### config.mk
export PLATFORM = sky130hd
export DESIGN_NAME = lexicographic_combination_generator
export DESIGN_NICKNAME = d
export VERILOG_FILES = /design/src/sv/lcg_pkg.sv /design/src/sv/lcg_ctrl.sv /design/src/sv/lcg_dpath.sv /design/src/sv/lexicographic_combination_generator.sv
export SDC_FILE = /design/constraint.sdc
export NUM_CORES = 1
export LEC_CHECK = 0
export BUFFER_PORTS_ARGS = -buffer_cell sky130_fd_sc_hd__buf_2
export CORE_MARGIN = 2
export CORE_UTILIZATION = 48
export DETAILED_ROUTE_END_ITERATION = 6
export GPL_ROUTABILITY_DRIVEN = 1
export GPL_TIMING_DRIVEN = 0
export SLEW_MARGIN = 0
export SYNTH_ARGS = -nofsm -noshare
export SYNTH_HDL_FRONTEND = slang
export SYNTH_SLANG_ARGS = --single-unit
### constraint.sdc
create_clock -name clk_i -period 6.4 [get_ports clk_i]
set_input_delay 0.32 -clock clk_i [delete_from_list [all_inputs] [get_ports clk_i]]
set_output_delay 0.32 -clock clk_i [all_outputs]
set_load 0.1 [all_outputs]
### src/sv/lcg_pkg.sv
`default_nettype none
// ----------------------------------------------------------------------------
// Lexicographic combination generator package
// Shared widths, register indexes, reset values and controller/datapath types.
// ----------------------------------------------------------------------------
package lcg_pkg;

  localparam int unsigned MAX_CHOSEN_DEF   = 8;
  localparam int unsigned MAX_SET_SIZE_DEF = 63;

  localparam int unsigned TOTAL_W    = 6;
  localparam int unsigned CHOSEN_W   = 4;
  localparam int unsigned SLOT_W     = 6;
  localparam int unsigned SUM_W      = SLOT_W + 1;
  localparam int unsigned POS_W      = 3;
  localparam int unsigned CFG_IDX_W  = 2;
  localparam int unsigned CFG_DATA_W = 6;

  localparam logic [CFG_IDX_W-1:0] REG_TOTAL_ITEMS  = 2'd0;
  localparam logic [CFG_IDX_W-1:0] REG_CHOSEN_COUNT = 2'd1;

  localparam logic [TOTAL_W-1:0]  TOTAL_RST  = 6'd8;
  localparam logic [CHOSEN_W-1:0] CHOSEN_RST = 4'd3;

  // Controller to datapath
  typedef struct packed {
    logic start;     // request accepted this cycle
    logic load_out;  // load next result into output register
    logic inc;       // step to next element
    logic advance;   // move to successor combination
  } cmd_t;

  // Datapath to controller
  typedef struct packed {
    logic done;      // enumeration exhausted
    logic last;      // current element is the final one
    logic out_free;  // output register can take a result
  } sts_t;

endpackage
`default_nettype wire

### src/sv/lcg_ctrl.sv
`default_nettype none
// ----------------------------------------------------------------------------
// Lexicographic combination generator controller
// Sequences accept, per-element emission and the successor step.
// ----------------------------------------------------------------------------
module lcg_ctrl (
  input  wire logic          clk_i,
  input  wire logic          rst_ni,
  input  wire logic          in_valid_i,
  output logic               in_ready_o,
  input  wire lcg_pkg::sts_t sts_i,
  output lcg_pkg::cmd_t      cmd_o
);

  localparam logic [1:0] ST_IDLE = 2'd0;
  localparam logic [1:0] ST_EMIT = 2'd1;
  localparam logic [1:0] ST_ADV  = 2'd2;

  logic [1:0] state_q, state_d;

  assign in_ready_o = (state_q == ST_IDLE);

  always_comb begin
    state_d = state_q;
    cmd_o   = '0;
    case (state_q)
      ST_IDLE: begin
        if (in_valid_i) begin
          cmd_o.start = 1'b1;
          state_d     = ST_EMIT;
        end
      end
      ST_EMIT: begin
        if (sts_i.out_free) begin
          cmd_o.load_out = 1'b1;
          if (sts_i.done) begin
            state_d = ST_IDLE;
          end else if (sts_i.last) begin
            state_d = ST_ADV;
          end else begin
            cmd_o.inc = 1'b1;
          end
        end
      end
      ST_ADV: begin
        cmd_o.advance = 1'b1;
        state_d       = ST_IDLE;
      end
      default: begin
        state_d = ST_IDLE;
      end
    endcase
  end

  always_ff @(posedge clk_i or negedge rst_ni) begin
    if (!rst_ni) begin
      state_q <= ST_IDLE;
    end else begin
      state_q <= state_d;
    end
  end

endmodule
`default_nettype wire

### src/sv/lcg_dpath.sv
`default_nettype none
// ----------------------------------------------------------------------------
// Lexicographic combination generator datapath
// Slot lanes, exhausted flag, element counter, successor logic, output register.
// ----------------------------------------------------------------------------
module lcg_dpath #(
  parameter int unsigned MAX_CHOSEN   = lcg_pkg::MAX_CHOSEN_DEF,
  parameter int unsigned MAX_SET_SIZE = lcg_pkg::MAX_SET_SIZE_DEF
) (
  input  wire logic                         clk_i,
  input  wire logic                         rst_ni,
  input  wire lcg_pkg::cmd_t                cmd_i,
  output lcg_pkg::sts_t                     sts_o,
  input  wire logic                         restart_i,
  input  wire logic [lcg_pkg::TOTAL_W-1:0]  total_items_i,
  input  wire logic [lcg_pkg::CHOSEN_W-1:0] chosen_count_i,
  input  wire logic                         out_ready_i,
  output logic                              out_valid_o,
  output logic [lcg_pkg::SLOT_W-1:0]        element_o,
  output logic [lcg_pkg::POS_W-1:0]         position_o,
  output logic                              last_in_run_o,
  output logic                              exhausted_o
);

  localparam int unsigned IDX_W = (MAX_CHOSEN > 1) ? $clog2(MAX_CHOSEN) : 1;
  localparam int unsigned CNT_W = IDX_W + 1;

  logic [lcg_pkg::SLOT_W-1:0]  slot_q [MAX_CHOSEN];
  logic [lcg_pkg::SLOT_W-1:0]  slot_d [MAX_CHOSEN];
  logic                        done_q, done_d;
  logic [IDX_W-1:0]            cnt_q, cnt_d;
  logic                        out_valid_q, out_valid_d;
  logic [lcg_pkg::SLOT_W-1:0]  element_q;
  logic [lcg_pkg::POS_W-1:0]   position_q;
  logic                        last_q, exh_q;

  logic [lcg_pkg::TOTAL_W-1:0] n_eff;
  logic                        bad_k;
  logic                        last_elem;
  logic [lcg_pkg::SLOT_W-1:0]  cur_slot;
  logic                        bump_ok;
  logic                        gap_found;
  logic [IDX_W-1:0]            pivot;
  logic [lcg_pkg::SLOT_W-1:0]  pivot_val;

  // Clamp set size, check k
  always_comb begin
    if (32'(total_items_i) > MAX_SET_SIZE) begin
      n_eff = lcg_pkg::TOTAL_W'(MAX_SET_SIZE);
    end else begin
      n_eff = total_items_i;
    end
    bad_k = (chosen_count_i == '0) ||
            (lcg_pkg::TOTAL_W'(chosen_count_i) > n_eff) ||
            (32'(chosen_count_i) > MAX_CHOSEN);
  end

  assign cur_slot  = slot_q[cnt_q];
  assign last_elem = ((CNT_W'(cnt_q) + CNT_W'(1)) == CNT_W'(chosen_count_i));

  // Successor search over the lanes
  always_comb begin
    bump_ok   = 1'b0;
    gap_found = 1'b0;
    pivot     = '0;
    pivot_val = '0;
    for (int j = 0; j < MAX_CHOSEN; j++) begin
      if (((5'(j) + 5'd1) == 5'(chosen_count_i)) &&
          ((lcg_pkg::SUM_W'(slot_q[j]) + lcg_pkg::SUM_W'(1)) <
           lcg_pkg::SUM_W'(n_eff))) begin
        bump_ok = 1'b1;
      end
    end
    // rightmost gap wins
    for (int j = 1; j < MAX_CHOSEN; j++) begin
      if ((5'(j) < 5'(chosen_count_i)) &&
          (lcg_pkg::SUM_W'(slot_q[j]) >
           (lcg_pkg::SUM_W'(slot_q[j-1]) + lcg_pkg::SUM_W'(1)))) begin
        gap_found = 1'b1;
        pivot     = IDX_W'(j - 1);
      end
    end
    for (int j = 0; j < MAX_CHOSEN; j++) begin
      if (IDX_W'(j) == pivot) begin
        pivot_val = slot_q[j];
      end
    end
  end

  always_comb begin
    slot_d = slot_q;
    done_d = done_q;
    cnt_d  = cnt_q;
    if (cmd_i.start) begin
      cnt_d = '0;
      if (restart_i) begin
        for (int j = 0; j < MAX_CHOSEN; j++) begin
          slot_d[j] = lcg_pkg::SLOT_W'(j);
        end
        done_d = bad_k;
      end else begin
        done_d = done_q | bad_k;
      end
    end else if (cmd_i.inc) begin
      cnt_d = cnt_q + IDX_W'(1);
    end else if (cmd_i.advance) begin
      if (bump_ok) begin
        for (int j = 0; j < MAX_CHOSEN; j++) begin
          if ((5'(j) + 5'd1) == 5'(chosen_count_i)) begin
            slot_d[j] = slot_q[j] + lcg_pkg::SLOT_W'(1);
          end
        end
      end else if (gap_found) begin
        // bump the pivot, refill the tail consecutively
        for (int j = 0; j < MAX_CHOSEN; j++) begin
          if ((IDX_W'(j) >= pivot) && (5'(j) < 5'(chosen_count_i))) begin
            slot_d[j] = pivot_val + lcg_pkg::SLOT_W'(1) + lcg_pkg::SLOT_W'(j) -
                        lcg_pkg::SLOT_W'(pivot);
          end
        end
      end else begin
        done_d = 1'b1;
      end
    end
  end

  always_comb begin
    out_valid_d = out_valid_q;
    if (cmd_i.load_out) begin
      out_valid_d = 1'b1;
    end else if (out_ready_i) begin
      out_valid_d = 1'b0;
    end
  end

  always_ff @(posedge clk_i or negedge rst_ni) begin
    if (!rst_ni) begin
      for (int j = 0; j < MAX_CHOSEN; j++) begin
        slot_q[j] <= lcg_pkg::SLOT_W'(j);
      end
      done_q      <= 1'b0;
      cnt_q       <= '0;
      out_valid_q <= 1'b0;
    end else begin
      slot_q      <= slot_d;
      done_q      <= done_d;
      cnt_q       <= cnt_d;
      out_valid_q <= out_valid_d;
    end
  end

  always_ff @(posedge clk_i) begin
    if (cmd_i.load_out) begin
      if (done_q) begin
        element_q  <= '0;
        position_q <= '0;
        last_q     <= 1'b1;
        exh_q      <= 1'b1;
      end else begin
        element_q  <= cur_slot + lcg_pkg::SLOT_W'(1);
        position_q <= lcg_pkg::POS_W'(cnt_q);
        last_q     <= last_elem;
        exh_q      <= 1'b0;
      end
    end
  end

  assign sts_o.done     = done_q;
  assign sts_o.last     = last_elem;
  assign sts_o.out_free = !out_valid_q || out_ready_i;

  assign out_valid_o   = out_valid_q;
  assign element_o     = element_q;
  assign position_o    = position_q;
  assign last_in_run_o = last_q;
  assign exhausted_o   = exh_q;

endmodule
`default_nettype wire

### src/sv/lexicographic_combination_generator.sv
// Sequence: a request is accepted in the idle state; the emit state then
//   registers its elements, one result per cycle while the output can take them,
//   and the advance state steps to the successor; no new request is taken until
//   then. An exhausted request emits one exhausted answer and returns to idle.
// Reset: asynchronous, active low; slots reload 0..MAX_CHOSEN-1, exhausted
//   clears, n = 8 and k = 3.
`default_nettype none
// ----------------------------------------------------------------------------
// Lexicographic combination generator
// Enumerates the k-subsets of {1..n} in lexicographic order, one element per
// output transfer, with a controller sequencing a lane-parallel datapath.
// ----------------------------------------------------------------------------
module lexicographic_combination_generator #(
  parameter int unsigned MAX_CHOSEN   = lcg_pkg::MAX_CHOSEN_DEF,
  parameter int unsigned MAX_SET_SIZE = lcg_pkg::MAX_SET_SIZE_DEF
) (
  input  wire logic                           clk_i,
  input  wire logic                           rst_ni,
  // request channel
  input  wire logic                           in_valid_i,
  output logic                                in_ready_o,
  input  wire logic                           restart_i,
  // result channel
  output logic                                out_valid_o,
  input  wire logic                           out_ready_i,
  output logic [lcg_pkg::SLOT_W-1:0]          element_o,
  output logic [lcg_pkg::POS_W-1:0]           position_o,
  output logic                                last_in_run_o,
  output logic                                exhausted_o,
  // register write channel
  input  wire logic                           cfg_valid_i,
  output logic                                cfg_ready_o,
  input  wire logic [lcg_pkg::CFG_IDX_W-1:0]  cfg_index_i,
  input  wire logic [lcg_pkg::CFG_DATA_W-1:0] cfg_data_i
);

  logic [lcg_pkg::TOTAL_W-1:0]  total_q, total_d;
  logic [lcg_pkg::CHOSEN_W-1:0] chosen_q, chosen_d;
  lcg_pkg::cmd_t                cmd;
  lcg_pkg::sts_t                sts;

  // Register writes are always taken; writes to unknown indexes are dropped.
  assign cfg_ready_o = 1'b1;

  always_comb begin
    total_d  = total_q;
    chosen_d = chosen_q;
    if (cfg_valid_i) begin
      case (cfg_index_i)
        lcg_pkg::REG_TOTAL_ITEMS: begin
          total_d = cfg_data_i[lcg_pkg::TOTAL_W-1:0];
        end
        lcg_pkg::REG_CHOSEN_COUNT: begin
          chosen_d = cfg_data_i[lcg_pkg::CHOSEN_W-1:0];
        end
        default: begin
          // ignore
        end
      endcase
    end
  end

  always_ff @(posedge clk_i or negedge rst_ni) begin
    if (!rst_ni) begin
      total_q  <= lcg_pkg::TOTAL_RST;
      chosen_q <= lcg_pkg::CHOSEN_RST;
    end else begin
      total_q  <= total_d;
      chosen_q <= chosen_d;
    end
  end

  // Controller: accept, emit each element, then advance to the successor.
  lcg_ctrl u_ctrl (
    .clk_i      (clk_i),
    .rst_ni     (rst_ni),
    .in_valid_i (in_valid_i),
    .in_ready_o (in_ready_o),
    .sts_i      (sts),
    .cmd_o      (cmd)
  );

  // Datapath: slot lanes, exhausted flag, successor logic and output register.
  lcg_dpath #(
    .MAX_CHOSEN   (MAX_CHOSEN),
    .MAX_SET_SIZE (MAX_SET_SIZE)
  ) u_dpath (
    .clk_i          (clk_i),
    .rst_ni         (rst_ni),
    .cmd_i          (cmd),
    .sts_o          (sts),
    .restart_i      (restart_i),
    .total_items_i  (total_q),
    .chosen_count_i (chosen_q),
    .out_ready_i    (out_ready_i),
    .out_valid_o    (out_valid_o),
    .element_o      (element_o),
    .position_o     (position_o),
    .last_in_run_o  (last_in_run_o),
    .exhausted_o    (exhausted_o)
  );

endmodule
`default_nettype wire

After elaboration in Yosys (flattened, before gate mapping). Index checks and enable logic that the tools add are counted.

Reductions and logical operators: 55. $lt $le $gt $ge: 34. Add/subtract/negate cells: 35. Equality and inequality tests: 34. Bitwise operators: 2. Multiplexer cells: 77.

Operators by type and width (count): 48-bit 2-to-1 mux (6); 6-bit 2-to-1 mux (26); 6-bit by 1-bit adder with 6-bit output, second input constant (11); 6-bit by 1-bit adder with 7-bit output, second input constant (8); 7-bit by 6-bit less-than comparator with 1-bit output (8); 6-bit by 7-bit > comparator with 1-bit output (7); 6-bit AND reduction (8); 6-bit by 3-bit subtractor with 6-bit output (8); 1-bit 2-to-1 mux (30); 3-bit nonzero test (9); 6-bit by 3-bit adder with 6-bit output, second input constant (4); 3-bit != test, second input constant (8); 1-bit logical AND (23); 6-bit binary-select mux with 3-bit select (1); 3-bit by 4-bit == test with 1-bit output, first input constant (4); 3-bit by 4-bit less-than comparator with 1-bit output, first input constant (4); 2-bit 2-to-1 mux (8); 3-bit 2-to-1 mux (5); 6-bit by 2-bit adder with 6-bit output, second input constant (2); 3-bit == test, first input constant (4); 3-bit greater-or-equal comparator, first input constant (4); 2-bit != test, second input constant (5); 2-bit by 4-bit == test with 1-bit output, first input constant (2); 1-bit by 4-bit less-than comparator with 1-bit output, first input constant (2); 29 further kinds (40).

Logic and storage cells: 255. Flip-flop bits (word level): 76. Input port bits: 14.

Longest topological paths before layout.
Word-level depth: 27. Gate-level depth with buffers: 27. Depth with buffers taken out: 26.

Modules after synthesis. Synthesis repeated with hierarchy kept, for this count alone.

Cell total of the unflattened synthesis: 1008. Area total of the unflattened synthesis: 8843.5 um2.

By module, submodules not included: lcg_dpath (times used 1, seq. area each 1671.6 um2, area an instance 8320.5 um2, cells each 972); lexicographic_combination_generator (times used 1, seq. area each 254.0 um2, area an instance 404.1 um2, cells each 24); lcg_ctrl (times used 1, seq. area each 50.0 um2, area an instance 118.9 um2, cells each 12).

Worst setup path before layout. No wires, ideal clock.

Path kind: register to register. From: register u_dpath.slot_q[18] (netlist name). To: register u_dpath.slot_q[11] (netlist name). Data required time: 6.304 ns. Setup slack: 0.975 ns. Stages on the path, launching flop included: 24. Arrival time: 5.329 ns. Clock period less this slack: 5.425 ns. Path through: dfrtp_1 ha_1 and3_1 xor2_1 inv_1 ha_1 a21o_1 a21o_1 o211a_2 a211oi_4 o221ai_1 a21oi_1 o221ai_2 inv_2 ha_1 xnor2_1 ha_1 inv_1 fa_1 a21o_1 a21oi_1 nor3_1 mux2_1 o32ai_2.

Word-level cells in the longest chain between the ends: 24. Elaborated cells between the ends (all ways): 50. Those cells by class: add/sub: 4; order compare: 4; eq/ne: 8; mux: 26; reduce/logical: 8.

Ends and longest elaborated chain: start: declaration (RTL line lcg_dpath.sv:28) `logic [lcg_pkg::SLOT_W-1:0] slot_q [MAX_CHOSEN];`; start signal: indexed assignment (RTL line lcg_dpath.sv:139) `slot_q[j] <= lcg_pkg::SLOT_W'(j);`; start signal: assignment (RTL line lcg_dpath.sv:145) `slot_q <= slot_d;`; 6-bit by 1-bit adder with 7-bit output or 6-bit by 7-bit > comparator with 1-bit output (tied branches) (RTL line lcg_dpath.sv:69, lcg_dpath.sv:78, lcg_dpath.sv:77); 6-bit by 7-bit > comparator with 1-bit output or 1-bit logical AND (tied branches) (RTL line lcg_dpath.sv:77, lcg_dpath.sv:76); 1-bit logical AND or 2-bit 2-to-1 mux (tied branches) (RTL line lcg_dpath.sv:76) `if ((5'(j) < 5'(chosen_count_i)) &&`; 3-bit 2-to-1 mux (3 in series) (RTL line lcg_dpath.sv:76); 3-bit zero test (RTL line lcg_dpath.sv:84) `if (IDX_W'(j) == pivot) begin`; 6-bit 2-to-1 mux (8 in series) (RTL line lcg_dpath.sv:84); 6-bit by 1-bit adder with 6-bit output (RTL line lcg_dpath.sv:117) `slot_d[j] = pivot_val + lcg_pkg::SLOT_W'(1) + lcg_pkg::SLOT_W'(j) -`; 6-bit by 3-bit adder with 6-bit output (RTL line lcg_dpath.sv:117); 6-bit by 3-bit subtractor with 6-bit output (RTL line lcg_dpath.sv:117); 6-bit 2-to-1 mux (RTL line lcg_dpath.sv:116) `if ((IDX_W'(j) >= pivot) && (5'(j) < 5'(chosen_count_i))) begin`; 48-bit 2-to-1 mux (RTL line lcg_dpath.sv:113) `end else if (gap_found) begin`; 48-bit 2-to-1 mux (RTL line lcg_dpath.sv:107) `if (bump_ok) begin`; 48-bit 2-to-1 mux (RTL line lcg_dpath.sv:106) `end else if (cmd_i.advance) begin`; 48-bit 2-to-1 mux (RTL line lcg_dpath.sv:104) `end else if (cmd_i.inc) begin`; 48-bit 2-to-1 mux (RTL line lcg_dpath.sv:94) `if (cmd_i.start) begin`.

Several ways; a longest one is shown, not always the timed one. The select of a mux whose other input is x is not followed. A chain may end at the register's enable or synchronous reset.

Final worst setup path.
From: register u_dpath.slot_q[25] (netlist name). To: register u_dpath.slot_q[17] (netlist name).

Word-level cells in the longest chain between the ends: 25. Elaborated cells between the ends (all ways): 53. Those cells by class: add/sub: 4; order compare: 4; eq/ne: 8; mux: 29; reduce/logical: 8.

Ends and longest elaborated chain (RTL line): 6-bit by 1-bit adder with 7-bit output or 6-bit by 7-bit > comparator with 1-bit output (tied branches) (lcg_dpath.sv:69, lcg_dpath.sv:78, lcg_dpath.sv:77); 6-bit by 7-bit > comparator with 1-bit output or 1-bit logical AND (tied branches) (lcg_dpath.sv:77, lcg_dpath.sv:76); 1-bit logical AND or 2-bit 2-to-1 mux (tied branches) (lcg_dpath.sv:76); 2-bit 2-to-1 mux (lcg_dpath.sv:76); 3-bit 2-to-1 mux (3 in series) (lcg_dpath.sv:76); 3-bit zero test (lcg_dpath.sv:84); 6-bit 2-to-1 mux (8 in series) (lcg_dpath.sv:84); 6-bit by 1-bit adder with 6-bit output (lcg_dpath.sv:117); 6-bit by 3-bit adder with 6-bit output (lcg_dpath.sv:117); 6-bit by 3-bit subtractor with 6-bit output (lcg_dpath.sv:117); 6-bit 2-to-1 mux (lcg_dpath.sv:116); 48-bit 2-to-1 mux (lcg_dpath.sv:113); 48-bit 2-to-1 mux (lcg_dpath.sv:107); 48-bit 2-to-1 mux (lcg_dpath.sv:106); 48-bit 2-to-1 mux (lcg_dpath.sv:104); 48-bit 2-to-1 mux (lcg_dpath.sv:94).

Several ways; a longest one is shown, not always the timed one. The select of a mux whose other input is x is not followed.

==> flow_summary.json <==
{
  "dieArea_um2": 19200,
  "synth_cells": 1015,
  "mostFrequentLayoutCells": "116 x ha_1, 85 x inv_1, 66 x nor2_1",
  "fin_crit_ps": 6100,
  "ys_seq_elements": 76,
  "synth_ff_type": "dfrtp_1",
  "end_kind": "flop",
  "wl_um": 32500,
  "layout_commonest_cell": "ha_1",
  "die_y_um": 139,
  "avgViaCountPerCell": 6.45,
  "postSynthAreaPerCell_um2": 8.58,
  "die_w_um": 139,
  "setup-tns-final_ps": 0,
  "synth-compound-area-share": 0.234,
  "overflow": 0,
  "drt_first_pass_iters": 5,
  "cts-root-buf": "clkbuf_16",
  "nNetsFinal": 1199,
  "clkTransAtPathRegs_ps": 70,
  "crit_path_max_fanout": 7,
  "finalHoldViolCount": 0,
  "synthAdderAreaFrac": 0.185,
  "vias": 8351,
  "synthArstFlopShare": 0.855,
  "clk_latency_ps": 360,
  "cts.sinks": 76,
  "regArea_um2": 1980,
  "tightest_slew_ps": 966,
  "startpoint_type": "flop",
  "row_count": 49,
  "grt_start_max_net_pins": 37,
  "place.detailed.hpwl_um": 25100,
  "synth_top_family_by_area": "compound AO/OA/AOI/OAI gates",
  "track_usage": 0.337,
  "required_ps": 6660,
  "coreArea_um2": 17900,
  "drive_gt1_frac": 0.145,
  "gp_congestion": 1.02,
  "drv_cap": 0,
  "synth_edf_count": 11,
  "io_pins": 28,
  "ys_warn_count": 0,
  "htreeDepth": 3,
  "cts_tree": "built",
  "min_period_over_period": 0.953,
  "cts_made_buffers": 9,
  "synthMuxAreaShare": 0.0662,
  "initial_core_util": 0.486,
  "n_antenna_cell": 0,
  "cts_buffer_depth": 2,
  "drc": 0,
  "path_class": "reg -> reg",
  "status": "finished clean",
  "initialDrtViolationCount": 938,
  "antenna_found_initial": 0,
  "netlist_area_um2": 8710,
  "grt_pass1_wl_um": 49100,
  "report.final.slew_viol_count": 0,
  "wl_per_cell_um": 25.1,
  "ant_nets": 0,
  "areaGrowthSynthToFinish_pct": 10.8,
  "yosysUniqueCellTypes": 90,
  "max_freq_mhz": 164,
  "synthSimpleGateAreaFrac": 0.160,
  "multiInputGateArea_um2": 6310,
  "synth_seq_area_share": 0.227,
  "holdCritPathClass": "in -> reg",
  "port_buffers": 26,
  "synth_nets": 1154,
  "relSlewSlack": 0.356,
  "finClkSkew_ps": 8.99,
  "cp.arrival_ps": 6370,
  "synthXorXnorAreaFrac": 0.0670,
  "setup_viol": 0,
  "grt_pass1_vias": 7937,
  "fillers": 1695
}
==> path summary, 6_finish.rpt <==
kind                                          from                 end  slack, ps  depth (start not counted)
worst max-delay path            u_dpath.slot_q[25]  u_dpath.slot_q[17]        300                         24
worst min-delay path                 cfg_data_i[4]          total_q[4]        180                          3
worst max register to register  u_dpath.slot_q[25]  u_dpath.slot_q[17]        300                         24
worst min register to register   u_dpath.slot_q[2]   u_dpath.slot_q[2]        540                          2
max in group asynchronous                   rst_ni  u_dpath.slot_q[36]       5300                          3
min in group asynchronous                   rst_ni          total_q[1]        460                          2
==> logic make-up after synthesis <==
| logic type | after synthesis |
|---|---|
| multiplexers | 40 |
| XOR/XNOR | 65 |
| AO/OA/AOI/OAI | 297 |
| other | 1 |
| adder cells (fa/ha/maj) | 125 |
| AND/OR/NAND/NOR | 277 |
| flip-flops | 76 |
| buffers and inverters | 134 |
==> synth_stat cells (all sizes together), types with 20 or more instances <==
library cell,number,area share
nand2,65,0.028
xnor2,39,0.039
nor2,68,0.030
nand3,46,0.028
ha,119,0.17
xor2,25,0.025
dfrtp,50,0.14
inv,89,0.038
o211ai,27,0.024
buf,20,0.011
a21oi,67,0.039
clkbuf,25,0.011
a21o,21,0.018
o21ai,65,0.038
==> flip-flops by register name (all words and copies together), names as in the netlist <==
signal / cells
u_dpath.out_valid_o: 1
u_dpath.cnt_q: 3
u_dpath.last_in_run_o: 1
chosen_q: 4
total_q: 6
u_dpath.done_q: 1
u_dpath.position_o: 3
u_dpath.exhausted_o: 1
u_ctrl.state_q: 2
u_dpath.element_o: 6
u_dpath.slot_q: 48
==> what timing repair did <==
action	4_1_cts	5_1_grt
hold buffers	1	0
setup buffers	2	4
endpoints found under the setup margin	5	15
pin swaps	1	3
resized for setup	3	24
hold endpoints to repair	22	0
==> layout make-up <==
type                       count  share of cell area
multi-input combinational    805               0.654
sequential                    76               0.205
inverter                      89              0.0346
tap                          229              0.0297
clock buffer                  10              0.0237
timing repair buffer          34              0.0215
buffer                        45              0.0204
clock inverter                 6              0.0115
==> layer usage <==
metal  part of all wire  global-route usage
met1               0.41               0.460
met2               0.44               0.524
met3              0.099              0.0663
met4              0.046               0.142
met5                  0                   0
==> stage by stage <==
stage           util  setup slack, ps  area [µm²]  instances  hold slack (ps)
6_report       0.539              299        9650       1294              176
5_1_grt        0.539            -11.0        9650       1294              198
4_1_cts        0.532             54.8        9520       1290              176
3_5_place_dp   0.511             -328        9150       1271              294
3_3_place_gp   0.510             -171        9130       1270              531
2_1_floorplan      -              975        8710       1015             24.4
==> worst max-delay path: stages (launching register included) <==
cell	delay (ps)
dfstp_2	620
ha_1	260
nand3_1	140
xnor2_2	280
inv_1	70
ha_1	290
a21o_1	160
a21oi_1	150
a211o_1	230
or3b_1	430
o221ai_1	250
a21oi_1	110
o221ai_2	290
inv_2	100
ha_1	350
inv_1	60
ha_1	350
inv_1	120
ha_2	250
fa_1	450
a21o_1	190
a21oi_2	180
nor3_1	60
mux2_1	340
o32ai_2	260
Power is not shown: default switching activity piles up to over one toggle a cycle in this logic, so the estimate is an artifact.
